<file path="src/hw/rtl/mbp_pkg.sv">
// Shared types and constants for the MSB-first bit packer.
// Used by the front, queue, back and top-level modules; no dependencies.
package mbp_pkg;

  localparam int ValueWidth   = 64;
  localparam int CountWidth   = 6;
  localparam int CmdWidth     = 2;
  localparam int ByteWidth    = 8;
  localparam int MaxBits      = 32;
  localparam int MaxBytes     = 8;
  localparam int BufWidth     = 72;   // up to nine bytes per item
  localparam int NbWidth      = 4;    // byte count 0..9
  localparam int PartialWidth = 7;
  localparam int HeldWidth    = 3;
  localparam int InDataWidth  = 72;   // value and count, padded to whole bytes

  localparam int QueueDepthDefault = 2;

  typedef enum logic [CmdWidth-1:0] {
    CMD_WRITE_BITS  = 2'd0,
    CMD_WRITE_BYTES = 2'd1,
    CMD_ALIGN       = 2'd2,
    CMD_NONE        = 2'd3
  } cmd_t;

  // One queued job: bytes right aligned, first byte out is the highest one.
  typedef struct packed {
    logic [BufWidth-1:0] data;
    logic [NbWidth-1:0]  nbytes;
  } job_t;

  typedef struct packed {
    logic full;
    logic empty;
  } q_status_t;

endpackage

</file>
<file path="src/hw/rtl/mbp_front.sv">
// Front end of the bit packer: accepts items, keeps the partial byte and
// turns each item into a job of whole bytes. Depends on mbp_pkg.
module mbp_front (
  input  logic                             clk,
  input  logic                             rst,
  input  logic                             s_axis_tvalid,
  output logic                             s_axis_tready,
  input  logic [mbp_pkg::InDataWidth-1:0]  s_axis_tdata,
  input  logic [mbp_pkg::CmdWidth-1:0]     s_axis_tuser,
  input  mbp_pkg::q_status_t               q_status,
  output logic                             push_valid,
  output mbp_pkg::job_t                    push_job
);
  import mbp_pkg::*;

  logic [PartialWidth-1:0] partial, partial_next;
  logic [HeldWidth-1:0]    held, held_next;

  cmd_t                  cmd;
  logic [ValueWidth-1:0] value;
  logic [CountWidth-1:0] count;
  logic                  accept;

  // bit-write path
  logic [CountWidth-1:0] nbits;
  logic [32:0]           bit_mask;
  logic [MaxBits-1:0]    vbits;
  logic [38:0]           acc;
  logic [38:0]           acc_sh;
  logic [CountWidth-1:0] total;
  logic [ByteWidth-1:0]  rem_mask;

  // align and byte-write path
  logic [NbWidth-1:0]    nbytes;
  logic [6:0]            byte_sh;
  logic [64:0]           byte_mask;
  logic [ValueWidth-1:0] vbytes;
  logic                  pad;
  logic [ByteWidth-1:0]  pad_byte;
  logic [BufWidth-1:0]   pad_word;

  job_t job;

  assign cmd   = cmd_t'(s_axis_tuser);
  assign value = s_axis_tdata[ValueWidth-1:0];
  assign count = s_axis_tdata[ValueWidth +: CountWidth];

  assign s_axis_tready = !q_status.full;
  assign accept        = s_axis_tvalid && s_axis_tready;

  // Join held bits with the new field and split off whole bytes
  always_comb begin
    nbits    = (count > CountWidth'(MaxBits)) ? CountWidth'(MaxBits) : count;
    bit_mask = (33'd1 << nbits) - 33'd1;
    vbits    = value[MaxBits-1:0] & bit_mask[MaxBits-1:0];
    acc      = ({32'd0, partial} << nbits) | {7'd0, vbits};
    total    = {3'd0, held} + nbits;
    acc_sh   = acc >> total[2:0];
    rem_mask = (8'd1 << total[2:0]) - 8'd1;
  end

  // Pad the partial byte, then take the low whole bytes of value
  always_comb begin
    if (cmd == CMD_WRITE_BYTES) begin
      nbytes = (count > CountWidth'(MaxBytes)) ? NbWidth'(MaxBytes) : count[NbWidth-1:0];
    end else begin
      nbytes = '0;
    end
    byte_sh   = {nbytes, 3'b000};
    byte_mask = (65'd1 << byte_sh) - 65'd1;
    vbytes    = value & byte_mask[ValueWidth-1:0];
    pad       = (held != '0);
    pad_byte  = ByteWidth'({1'b0, partial} << (4'd8 - {1'b0, held}));
    pad_word  = {64'd0, pad_byte} << byte_sh;
  end

  // Decode the command into a job and the next partial state
  always_comb begin
    job          = '0;
    partial_next = partial;
    held_next    = held;
    unique case (cmd)
      CMD_WRITE_BITS: begin
        job.data     = {33'd0, acc_sh};
        job.nbytes   = {1'b0, total[5:3]};
        partial_next = acc[PartialWidth-1:0] & rem_mask[PartialWidth-1:0];
        held_next    = total[2:0];
      end
      CMD_WRITE_BYTES, CMD_ALIGN: begin
        job.data     = {8'd0, vbytes} | (pad ? pad_word : '0);
        job.nbytes   = nbytes + {3'd0, pad};
        partial_next = '0;
        held_next    = '0;
      end
      default: begin
        job = '0;
      end
    endcase
  end

  // Drop jobs that complete no byte
  assign push_valid = accept && (job.nbytes != '0);
  assign push_job   = job;

  // Advance the partial byte on every transfer
  always_ff @(posedge clk) begin
    if (rst) begin
      partial <= '0;
      held    <= '0;
    end else if (accept) begin
      partial <= partial_next;
      held    <= held_next;
    end
  end

endmodule

</file>
<file path="src/hw/rtl/mbp_queue.sv">
// Short job queue between the front and back of the bit packer.
// Register-based FIFO of job_t entries. Depends on mbp_pkg.
module mbp_queue #(
  parameter int DEPTH = mbp_pkg::QueueDepthDefault
) (
  input  logic                clk,
  input  logic                rst,
  input  logic                push,
  input  mbp_pkg::job_t       push_job,
  input  logic                pop,
  output mbp_pkg::job_t       head_job,
  output mbp_pkg::q_status_t  q_status
);
  import mbp_pkg::*;

  localparam int PtrWidth = (DEPTH > 1) ? $clog2(DEPTH) : 1;
  localparam int CntWidth = $clog2(DEPTH + 1);

  job_t                entries [DEPTH];
  logic [PtrWidth-1:0] wr_ptr, rd_ptr;
  logic [CntWidth-1:0] fill;
  logic                do_push, do_pop;

  assign q_status.full  = (fill == CntWidth'(DEPTH));
  assign q_status.empty = (fill == '0);
  assign do_push        = push && !q_status.full;
  assign do_pop         = pop && !q_status.empty;
  assign head_job       = entries[rd_ptr];

  // Store the incoming job
  always_ff @(posedge clk) begin
    if (do_push) begin
      entries[wr_ptr] <= push_job;
    end
  end

  // Advance pointers and the fill count
  always_ff @(posedge clk) begin
    if (rst) begin
      wr_ptr <= '0;
      rd_ptr <= '0;
      fill   <= '0;
    end else begin
      if (do_push) begin
        wr_ptr <= (wr_ptr == PtrWidth'(DEPTH - 1)) ? '0 : wr_ptr + 1'b1;
      end
      if (do_pop) begin
        rd_ptr <= (rd_ptr == PtrWidth'(DEPTH - 1)) ? '0 : rd_ptr + 1'b1;
      end
      if (do_push && !do_pop) begin
        fill <= fill + 1'b1;
      end else if (do_pop && !do_push) begin
        fill <= fill - 1'b1;
      end
    end
  end

endmodule

</file>
<file path="src/hw/rtl/mbp_back.sv">
// Back end of the bit packer: takes jobs from the queue and sends their
// bytes one transfer per cycle while the receiver is ready, highest byte first. Depends on mbp_pkg.
module mbp_back (
  input  logic                          clk,
  input  logic                          rst,
  input  mbp_pkg::q_status_t            q_status,
  input  mbp_pkg::job_t                 head_job,
  output logic                          pop,
  output logic                          m_axis_tvalid,
  input  logic                          m_axis_tready,
  output logic [mbp_pkg::ByteWidth-1:0] m_axis_tdata,
  output logic                          m_axis_tlast
);
  import mbp_pkg::*;

  logic                active;
  logic [BufWidth-1:0] data;
  logic [NbWidth-1:0]  idx;
  logic                xfer;

  assign xfer = m_axis_tvalid && m_axis_tready;

  // Load the next job when idle or when the final byte leaves
  assign pop = !q_status.empty && (!active || (xfer && idx == '0));

  assign m_axis_tvalid = active;
  assign m_axis_tdata  = data[{idx, 3'b000} +: ByteWidth];
  assign m_axis_tlast  = (idx == '0);

  // Hold the current job and step down through its bytes
  always_ff @(posedge clk) begin
    if (rst) begin
      active <= 1'b0;
    end else if (pop) begin
      active <= 1'b1;
    end else if (xfer && idx == '0) begin
      active <= 1'b0;
    end
  end

  always_ff @(posedge clk) begin
    if (pop) begin
      data <= head_job.data;
      idx  <= head_job.nbytes - 1'b1;
    end else if (xfer) begin
      idx  <= idx - 1'b1;
    end
  end

endmodule

</file>
<file path="src/hw/rtl/msb_first_bit_packer_unit.sv">
// MSB-first bit packer: appends bit fields and whole bytes to a byte stream.
// Jobs are registered in the queue, then loaded into the back end to be sent.
// Throughput: input takes one item per cycle while the job queue has room;
// output sends one byte per cycle while m_axis_tready is high.
// Reset: synchronous; clears the partial byte, the queue and the output.
// Depends on mbp_pkg, mbp_front, mbp_queue and mbp_back.
module msb_first_bit_packer_unit #(
  parameter int QUEUE_DEPTH = mbp_pkg::QueueDepthDefault
) (
  input  logic                            clk,
  input  logic                            rst,
  input  logic                            s_axis_tvalid,
  output logic                            s_axis_tready,
  // [63:0] value, [69:64] count, [71:70] zero
  input  logic [mbp_pkg::InDataWidth-1:0] s_axis_tdata,
  // [1:0] command
  input  logic [mbp_pkg::CmdWidth-1:0]    s_axis_tuser,
  output logic                            m_axis_tvalid,
  input  logic                            m_axis_tready,
  // [7:0] out_byte
  output logic [mbp_pkg::ByteWidth-1:0]   m_axis_tdata,
  output logic                            m_axis_tlast
);
  import mbp_pkg::*;

  q_status_t q_status;
  logic      push_valid;
  job_t      push_job;
  logic      pop;
  job_t      head_job;

  mbp_front u_front (
    .clk           (clk),
    .rst           (rst),
    .s_axis_tvalid (s_axis_tvalid),
    .s_axis_tready (s_axis_tready),
    .s_axis_tdata  (s_axis_tdata),
    .s_axis_tuser  (s_axis_tuser),
    .q_status      (q_status),
    .push_valid    (push_valid),
    .push_job      (push_job)
  );

  mbp_queue #(
    .DEPTH (QUEUE_DEPTH)
  ) u_queue (
    .clk      (clk),
    .rst      (rst),
    .push     (push_valid),
    .push_job (push_job),
    .pop      (pop),
    .head_job (head_job),
    .q_status (q_status)
  );

  mbp_back u_back (
    .clk           (clk),
    .rst           (rst),
    .q_status      (q_status),
    .head_job      (head_job),
    .pop           (pop),
    .m_axis_tvalid (m_axis_tvalid),
    .m_axis_tready (m_axis_tready),
    .m_axis_tdata  (m_axis_tdata),
    .m_axis_tlast  (m_axis_tlast)
  );

  // A queued job carries one to nine bytes
  a_job_size: assert property (@(posedge clk) disable iff (rst)
    push_valid |-> (push_job.nbytes != '0 && push_job.nbytes <= NbWidth'(MaxBytes + 1)))
    else $error("job with bad byte count");

  // A byte that is not the last of its item is followed by another
  a_no_gap: assert property (@(posedge clk) disable iff (rst)
    (m_axis_tvalid && m_axis_tready && !m_axis_tlast) |=> m_axis_tvalid)
    else $error("output dropped valid inside an item");

  // Reset leaves the output idle
  a_reset_idle: assert property (@(posedge clk)
    rst |=> !m_axis_tvalid)
    else $error("output valid after reset");

endmodule

</file>
<file path="config.mk">
export PLATFORM = sky130hd
export DESIGN_NAME = msb_first_bit_packer_unit
export DESIGN_NICKNAME = d
export VERILOG_FILES = /design/src/hw/rtl/mbp_pkg.sv /design/src/hw/rtl/mbp_front.sv /design/src/hw/rtl/mbp_queue.sv /design/src/hw/rtl/mbp_back.sv /design/src/hw/rtl/msb_first_bit_packer_unit.sv
export SDC_FILE = /design/constraint.sdc
export NUM_CORES = 1
export LEC_CHECK = 0
export BUFFER_PORTS_ARGS = -buffer_cell sky130_fd_sc_hd__buf_2
export CAP_MARGIN = 25
export CORE_MARGIN = 2
export CORE_UTILIZATION = 50
export CTS_CLUSTER_DIAMETER = 50
export DETAILED_ROUTE_END_ITERATION = 8
export PLACE_DENSITY = 0.73
export SETUP_SLACK_MARGIN = 0.4
export SLEW_MARGIN = 15
export SYNTH_ARGS = -nofsm -noshare
export SYNTH_HDL_FRONTEND = slang
export SYNTH_SLANG_ARGS = --single-unit
</file>
<file path="constraint.sdc">
create_clock -name clk -period 6.8 [get_ports clk]
set_input_delay 1.36 -clock clk [delete_from_list [all_inputs] [get_ports clk]]
set_output_delay 1.36 -clock clk [all_outputs]
set_load 0.05 [all_outputs]
</file>
==> results of run 1 <==
==> per-stage QoR <==
stage | setup WS [ps] | hold slack, ps | area [sq um] | instances
after global routing | 1820 | 554 | 16100 | 1738
after global placement | 1600 | 482 | 15200 | 1697
after CTS | 2110 | 509 | 16100 | 1737
final | 2010 | 507 | 16100 | 1740
after detailed placement | 1580 | 491 | 15200 | 1697
after floorplan | 1090 | 472 | 14500 | 1289
==> final cells by class <==
type / count / area (sq um) / share of cell area
Antenna cell: 2 / 5.00 / 0.000311
Multi-Input combinational cell: 910 / 6690 / 0.416
Inverter: 32 / 120 / 0.00747
Clock inverter: 13 / 231 / 0.0144
Tap cell: 384 / 480 / 0.0299
Timing Repair Buffer: 128 / 791 / 0.0492
Clock buffer: 27 / 591 / 0.0367
Sequential cell: 244 / 7170 / 0.446
==> metal layers <==
metal | up-vias | GRT usage
met1 | 5735 | 0.433
met5 | - | 0
met4 | 0 | 0.144
met3 | 135 | 0.0359
met2 | 726 | 0.537
li1 | 5127 | -
==> critical path, stage by stage <==
cell,delay (ps)
buf_2,510
nor4_2,90
buf_4,190
nand2_1,90
ha_1,370
nand2_1,120
o221ai_2,500
a31oi_1,180
a2111oi_0,880
o32ai_1,280
a22oi_1,250
o21ai_1,130
==> power by group <==
part | internal (uW) | leakage (uW) | switching (uW)
clock | 853 | 0.000396 | 535
combinational | 557 | 0.00277 | 996
sequential | 2010 | 0.00227 | 122
==> layout by cell type (no fill, tap or decap), drive strengths merged, types with 20 or more instances in the layout <==
master / n
edfxtp: 228
buf: 128
nand2: 115
o21ai: 98
nor2: 84
mux2: 82
a21oi: 48
nand3: 36
inv: 33
mux2i: 32
mux4: 27
a22oi: 27
clkbuf: 27
nor3: 26
o221ai: 21
o22ai: 20
a211oi: 20
==> worst paths after layout <==
| check | start | endpoint | slack (ps) |
|---|---|---|---|
| worst min-delay path | u_queue.rd_ptr | flop | 510 |
| worst min register to register | u_queue.rd_ptr | flop | 510 |
| worst max-delay path | s_axis_tdata[68] | u_queue.entries[1][30] | 2010 |
| worst max register to register | u_front.held[0] | u_queue.entries[0][11] | 2740 |
==> flip-flops by register name (all words and copies together), names as in the netlist, named ones only <==
name / cells
u_queue.entries: 152
u_back.data: 72
u_front.partial: 7
u_back.idx: 4
u_front.held: 3
u_queue.fill: 2
u_back.m_axis_tvalid: 1
u_queue.rd_ptr: 1
u_queue.wr_ptr: 1
==> synth_stat cells (11+ instances only) <==
library cell,number,area [sq um]
mux2i_1,32,320
a211oi_1,19,143
o22ai_1,19,119
nor2_1,84,315
a31oi_1,15,93.8
nand2b_1,15,93.8
nor2b_1,13,81.3
a21o_1,12,90.1
clkbuf_1,60,225
dfxtp_1,16,320
buf_2,21,105
ha_1,15,188
a21oi_1,48,240
a32oi_1,11,96.3
xnor2_1,11,96.3
inv_1,31,116
nand2_1,115,432
mux4_2,27,608
edfxtp_1,228,6850
o21ai_0,88,440
o221ai_1,20,175
nand3_1,36,180
and2_1,13,81.3
a22o_1,15,131
o211ai_1,12,90.1
mux2_2,82,923
nor3_1,25,125
a22oi_1,26,195
==> logic make-up after synthesis <==
| logic type | Yosys count | share of synthesized area |
|---|---|---|
| simple gates | 364 | 0.128 |
| buf+inv | 135 | 0.0421 |
| xor+xnor | 17 | 0.0103 |
| mux | 141 | 0.128 |
| compound gates | 372 | 0.181 |
| flops | 244 | 0.496 |
| fa+ha+maj | 16 | 0.0144 |
==> metrics.md, run 1 <==
| Metric | Value |
|---|---|
| Mean post-synth cell area | `11.2 sq um` |
| Total Power | `5070 uW` |
| Final setup skew | `21.7 ps` |
| Final design utilization | `0.562` |
| Number of I/O pins | `89` |
| CP arrival | `4990 ps` |
| Seq cells post-synth | `244` |
| Vias | `between 10000 and 15000` |
| Die ar. | `roughly 0.03 sq mm` |
| FF-to-FF path depth | `11` |
| Post-DP HPWL | `36.8 mm` |
| Die Y-Extent | `174 microns` |
| Quantity of I/O buffers inserted on ports | `86` |
| Slew headroom | `0.295` |
| RSZ-0062 raised after global routing | `no` |
| Asr flop ratio synth | `0` |
| Worst Path Max Fanout | `26` |
| Leakage power | `approximately 0.0054 uW` |
| Total wire length | `49.9 mm` |
| P per Cell Area | `around 320 mW/mm^2` |
| Mapped Cells | `1289` |
| DRC | `0` |
| Share of layout cells above drive strength 1 | `0.227` |
| WL met2 | `23.4 mm` |
| DRT Pass-1 Iters | `5` |
| Worst-Margin Slew | `1050 ps` |
| Initial Util | `0.505` |
| Final Cycle Share | `0.705` |
| CP Capture Type | `flop` |
| Fin Setup TNS | `0 ps` |
| Die W | `174 microns` |
| Primary FF master, synth | `edfxtp_1` |
| Num CTS Buffers | `23` |
| Drt first-iter violations | `1369` |
| Number of H-tree levels | `1` |
| Status | `finished, final reports clean` |
| Type of the worst min-delay path | `flop to flop` |
| Register area share after synthesis | `0.496` |
| Final hold violation count | `0` |
| Antenna violations before repair | `0` |
| Post_cts resized | `0` |
| Area of the core | `0.0286 sq mm` |
| Synth Net Count | `1383` |
| Setup bufs post-CTS | `0` |
| Fillcell total | `2391` |
| Critical path class | `primary input to flop` |
| Drt wl/cell | `28.7 microns` |
| Via-per-instance ratio | `6.74` |
| Row count | `between 60 and 70` |
| TritonCTS clock tree | `yes` |
| Clock Path Buffers | `3` |
| Distinct cell type count after synthesis | `92` |
| Largest net degree at the start of global routing | `between 70 and 80` |
| Wire length of the first global-routing pass | `72.9 mm` |
| Grt total ovfl | `0` |
| Clk_lat worst skew | `slightly above 500 ps` |
| Post-synth EDFFs | `228` |
| Synthesized area | `about 0.014 sq mm` |
| DR WL met3 | `between 4 and 5 mm` |
| Setup violators final | `0` |
| Hold buffer count at CTS | `0` |
| Total track usage | `0.324` |
| Total clock sinks | `244` |
| Root buffer cell | `clkbuf_16` |
| Startpoint Class | `primary input` |
| Hold depth | `2` |
| Nets | `approximately 1400` |
| Area Overhead vs Synth | `11.2%` |
| Max Clock Freq | `around 210 MHz` |
| Max-cap viol count | `0` |
| Vias in the first global route | `11134` |
| WP data required | `7000 ps` |
| Slew Viols, Final | `0` |
| Final Critical Period | `roughly 4800 ps` |
| GPL Wtd Cong | `1.03` |
| Ys Warns | `0` |
| Metal-1 WL | `around 20 mm` |
| Number of nets still failing antenna checks after routing | `0` |
| DR top layer | `met4` |
| Max IR drop VDD | `211 uV` |
| Clock slew at reported path FFs | `70 ps` |
(Power assumes the default switching activity.)
==> inputs of run 2 (changes only) <==
- clock period: 6.8 -> 4.38 ns (I/O delays scaled with it)
==> metrics.md, run 2 (synthesis results as in run 1) <==
| Metric | Value |
|---|---|
| Number of H-tree levels | `1` |
| Total wire length | `51.0 mm` |
| GPL Wtd Cong | `1.05` |
| Wire length of the first global-routing pass | `75.3 mm` |
| WP data required | `4620 ps` |
| Slew Viols, Final | `0` |
| Commonest non-fill, non-tap cell in the layout | `edfxtp_1` |
| Post-DP Area | `approximately 0.016 sq mm` |
| Initial Util | `0.505` |
| Most frequent cells in the layout | `edfxtp_1, nand2_1, buf_4` |
| Total clock sinks | `244` |
| Design Area, Final | `0.0166 sq mm` |
| Share of layout cells above drive strength 1 | `0.264` |
| Largest registers | `u_queue.entries (152), u_back.data (72), u_front.partial (7)` |
| Quantity of I/O buffers inserted on ports | `86` |
| Clk_lat worst skew | `just over 500 ps` |
| RR Endpoint | `u_queue.entries[0][37]` |
| Crit path from | `s_axis_tdata[69]` |
| Via-per-instance ratio | `6.66` |
| Pre-CTS setup slack | `197 ps` |
| Num CTS Buffers | `24` |
| Post_cts resized | `0` |
| Final Critical Period | `3760 ps` |
| Status | `finished, final reports clean` |
| Root buffer cell | `clkbuf_16` |
| Final setup skew | `20.7 ps` |
| Max IR drop VDD | `303 uV` |
| FF-to-FF path depth | `7` |
| Type of the worst min-delay path | `flop to flop` |
| DRC | `0` |
| Worst-Margin Slew | `between 1000 and 1500 ps` |
| Fillcell total | `approximately 2400` |
| Max-cap viol count | `0` |
| TritonCTS clock tree | `yes` |
| DRT Pass-1 Iters | `7` |
| Reg with most FFs | `u_queue.entries` |
| Slew headroom | `0.311` |
| Final Instance Count excl. Fillers | `roughly 1800` |
| Number of I/O pins | `89` |
| Final WS setup | `623 ps` |
| Max Clock Freq | `266 MHz` |
| Antenna violations before repair | `1` |
| Die Y-Extent | `about 170 microns` |
| Setup violators final | `0` |
| Post-DP HPWL | `38.9 mm` |
| Placed Cells | `1761` |
| RSZ-0062 raised after global routing | `no` |
| Number of nets still failing antenna checks after routing | `0` |
| Worst Path Max Fanout | `8` |
| P per Cell Area | `~470 mW/mm^2` |
| Startpoint Class | `primary input` |
| Antenna diodes | `0` |
| Final design utilization | `0.579` |
| Die ar. | `0.0303 sq mm` |
| CP Capture Type | `flop` |
| Final Cycle Share | `0.858` |
| Fin Setup TNS | `0 ps` |
| Vias | `12013` |
| Largest net degree at the start of global routing | `77` |
| Grt total ovfl | `0` |
| Worst r2r src | `u_front.partial[5]` |
| Hold buffer count at CTS | `0` |
| Clock slew at reported path FFs | `60 ps` |
| Area of the core | `0.0286 sq mm` |
| Final hold violation count | `0` |
| Area Overhead vs Synth | `14.6%` |
| Total track usage | `0.335` |
| Critical path class | `primary input to flop` |
| Leakage power | `0.00572 uW` |
| Hold depth | `2` |
| Die W | `between 150 and 200 microns` |
| Row count | `62` |
| CP arrival | `4000 ps` |
| Drt first-iter violations | `1295` |
| Max reg flops | `roughly 150` |
| Drt wl/cell | `28.3 microns` |
| Vias in the first global route | `around 12000` |
| HP Start | `u_queue.rd_ptr` |
| Worst Hold Endpoint | `u_queue.rd_ptr` |
| Nets | `approximately 1500` |
| Clock Path Buffers | `3` |
| Setup bufs post-CTS | `0` |
| R2r setup slk | `860 ps` |
run 2: per-stage QoR:
step | power [uW] | hold WS [ps]
finish | 7720 | 512
CTS | 7750 | 512
detailed placement | 5840 | 499
global route | 8020 | 545
floorplan | 4970 | 472
global placement | 5760 | 487
run 2: cell type report:
cell class                      count  area [sq um]  share of cell area
Inverter                           32           126             0.00763
Clock inverter                     13          96.3             0.00581
Sequential cell                   244          7170               0.433
Clock buffer                       28           637              0.0384
Timing Repair Buffer              192          1310              0.0791
Tap cell                          384           480              0.0290
Multi-Input combinational cell    910          6750               0.407
run 2: worst max-delay path, stage by stage:
cell	delay, ps
buf_2	170
buf_4	200
nor3_4	40
nand3_1	80
ha_1	350
nand2_1	120
o221ai_2	410
a21oi_1	150
nor4_1	770
a21oi_1	190
mux4_2	500
o2bb2ai_1	140
run 2: per-layer routing:
| layer | GRT usage | wire length [microns] | vias up |
|---|---|---|---|
| li1 | - | - | 5252 |
| met1 | 0.437 | 19700 | 5854 |
| met2 | 0.549 | 23600 | 739 |
| met3 | 0.0302 | 3950 | 168 |
| met4 | 0.195 | 3670 | 0 |
| met5 | 0 | 0 | - |
run 2: report_power, final:
group | switching [uW] | internal [uW]
combinational | 1470 | 945
clock | 813 | 1100
sequential | 284 | 3120
total | 2560 | 5160
run 2: worst max-delay path by stage:
stage	cells after the start	end	slack, ps
detailed placement	11	u_queue.entries[0][16]	200
finish	12	u_queue.entries[1][16]	620
global route	12	u_queue.entries[0][16]	520
global placement	12	u_queue.entries[0][16]	220
CTS	13	u_queue.entries[0][9]	720
floorplan	12	u_queue.entries[0][0]	340
==> inputs of run 3 (changes only) <==
- CELL_PAD_IN_SITES_DETAIL_PLACEMENT: not set -> 0
- CELL_PAD_IN_SITES_GLOBAL_PLACEMENT: not set -> 2
- CORE_UTILIZATION: 50 -> 38
- PLACE_DENSITY: 0.73 -> 0.8
- TNS_END_PERCENT: not set -> 100
==> metrics.md, run 3 (synthesis results as in run 1) <==
| Metric | Value |
|---|---|
| Largest registers | `u_queue.entries (152), u_back.data (72), u_front.partial (7)` |
| Reg with most FFs | `u_queue.entries` |
| Final Cycle Share | `0.873` |
| DRC | `0` |
| Final setup skew | `around 19 ps` |
| Final hold violation count | `0` |
| Total clock sinks | `244` |
| Design Area, Final | `0.0166 sq mm` |
| Total track usage | `0.265` |
| CP arrival | `4040 ps` |
| Setup crit end | `u_queue.entries[0][16]` |
| Delay-heaviest family, CP | `simple AND/OR/NAND/NOR gates` |
| Quantity of I/O buffers inserted on ports | `86` |
| Die W | `199 microns` |
| Area Overhead vs Synth | `14.6%` |
| Die Y-Extent | `199 microns` |
| Setup violators final | `0` |
| Clock Path Buffers | `3` |
| Number of I/O pins | `89` |
| Area of the core | `approximately 0.038 sq mm` |
| Initial Util | `0.385` |
| Drt first-iter violations | `~1400` |
| Max Clock Freq | `262 MHz` |
| Total wire length | `between 50 and 60 mm` |
| Share of layout cells above drive strength 1 | `0.254` |
| Nets | `1470` |
| Max-cap viol count | `0` |
| Critical path class | `primary input to flop` |
| P per Cell Area | `471 mW/mm^2` |
| Root buffer cell | `clkbuf_16` |
| Drt wl/cell | `27.5 microns` |
| Buf/Inv on CP | `3` |
| Clk_lat worst skew | `510 ps` |
| GPL Wtd Cong | `1.05` |
| Multi-input gate area | `0.00676 sq mm` |
| Leakage power | `0.00561 uW` |
| Vias | `11560` |
| Via-per-instance ratio | `6.07` |
| R2r setup slk | `660 ps` |
| Largest net degree at the start of global routing | `58` |
| CP max stage delay | `590 ps` |
| Vias in the first global route | `11201` |
| Row count | `71` |
| Number of H-tree levels | `1` |
| Wire length of the first global-routing pass | `between 70 and 80 mm` |
| Crit path from | `s_axis_tdata[64]` |
| Antenna violations before repair | `0` |
| FF-to-FF path depth | `9` |
| WP data required | `about 4600 ps` |
| CP Cell Sequence | `buf_2 -> buf_4 -> nor2_1 -> nand2_1 -> ha_1 -> nand2b_1 -> o221ai_2 -> buf_4 -> a21oi_1 -> nor4_1 -> a21oi_1 -> mux4_2 -> o2bb2ai_1` |
| Post_cts resized | `0` |
| DRT Pass-1 Iters | `6` |
| Fillcell total | `3526` |
| Final design utilization | `0.441` |
| Worst-Margin Slew | `944 ps` |
| Type of the worst min-delay path | `flop to flop` |
| Num CTS Buffers | `25` |
| Hold buffer count at CTS | `0` |
| RSZ-0062 raised after global routing | `no` |
| Die ar. | `0.0396 sq mm` |
| Setup bufs post-CTS | `0` |
| Fin Setup TNS | `0 ps` |
| Clock slew at reported path FFs | `60 ps` |
| CP Capture Type | `flop` |
| Total Power | `about 7800 uW` |
| Commonest non-fill, non-tap cell in the layout | `edfxtp_1` |
| Max reg flops | `152` |
| RR Endpoint | `u_queue.entries[1][6]` |
| Grt total ovfl | `0` |
| Slew headroom | `0.371` |
| Register area | `0.00717 sq mm` |
| Final Critical Period | `3820 ps` |
| Most frequent cells in the layout | `edfxtp_1, nand2_1, o21ai_0, buf_2, nor2_1` |
| Post-DP HPWL | `a little under 40 mm` |
| TritonCTS clock tree | `yes` |
| Antenna diodes | `0` |
| CP max-delay cell | `nor4_1` |
| Critical Path Stages | `13` |
| Slew Viols, Final | `0` |
| Worst r2r src | `u_front.held[0]` |
| Post-DP Area | `about 0.016 sq mm` |
| Status | `finished, final reports clean` |
| Startpoint Class | `primary input` |
| Number of nets still failing antenna checks after routing | `0` |
| Max IR drop VDD | `254 uV` |
| Worst Path Max Fanout | `23` |
-- run 3: worst min path at each step --
stage,from,endpoint,slack [ps],cells past startpoint
floorplan,u_queue.rd_ptr,flop,470,2
global placement,u_queue.rd_ptr,flop,480,2
detailed placement,u_queue.rd_ptr,flop,500,2
CTS,u_queue.rd_ptr,flop,510,2
global route,u_queue.rd_ptr,flop,530,2
finish,u_queue.rd_ptr,flop,510,2
-- run 3: metrics by stage --
stage                     instances  hold WS (ps)  setup WS [ps]
after floorplan                1289           472            339
after global placement         1858           483            119
after detailed placement       1859           496            113
after CTS                      1905           514            551
after global routing           1906           532            409
final                          1906           514            558
-- run 3: worst reg2reg max path: stages, from the launching register on --
cell and delay [ps]:
dfxtp_1 640, inv_1 250, ha_1 590, mux2i_1 190
mux2i_1 610, nand2_1 490, nor3_1 260, a21oi_1 60
o22ai_1 190, a221o_1 250
-- run 3: area by class of cell --
type                       instances  share of cell area
tap                              511              0.0386
clock buffer                      30              0.0407
timing repair buffer             162              0.0654
inverter                          32             0.00762
sequential                       244               0.433
multi-input combinational        911               0.408
clock inverter                    16             0.00717
-- run 3: where the power goes --
group / internal, uW / switching [uW]
Combinational: 899 / 1490
Clock: 1160 / 863
Sequential: 3120 / 276
Total: 5180 / 2630
-- run 3: routing by layer --
| layer | global-route usage | wire length [microns] | vias to the layer above |
|---|---|---|---|
| met5 | 0 | 0 | - |
| met3 | 0.0285 | 3480 | 107 |
| met1 | 0.356 | 21800 | 5728 |
| met2 | 0.436 | 24700 | 523 |
| met4 | 0.112 | 2440 | 0 |
| li1 | - | - | 5202 |
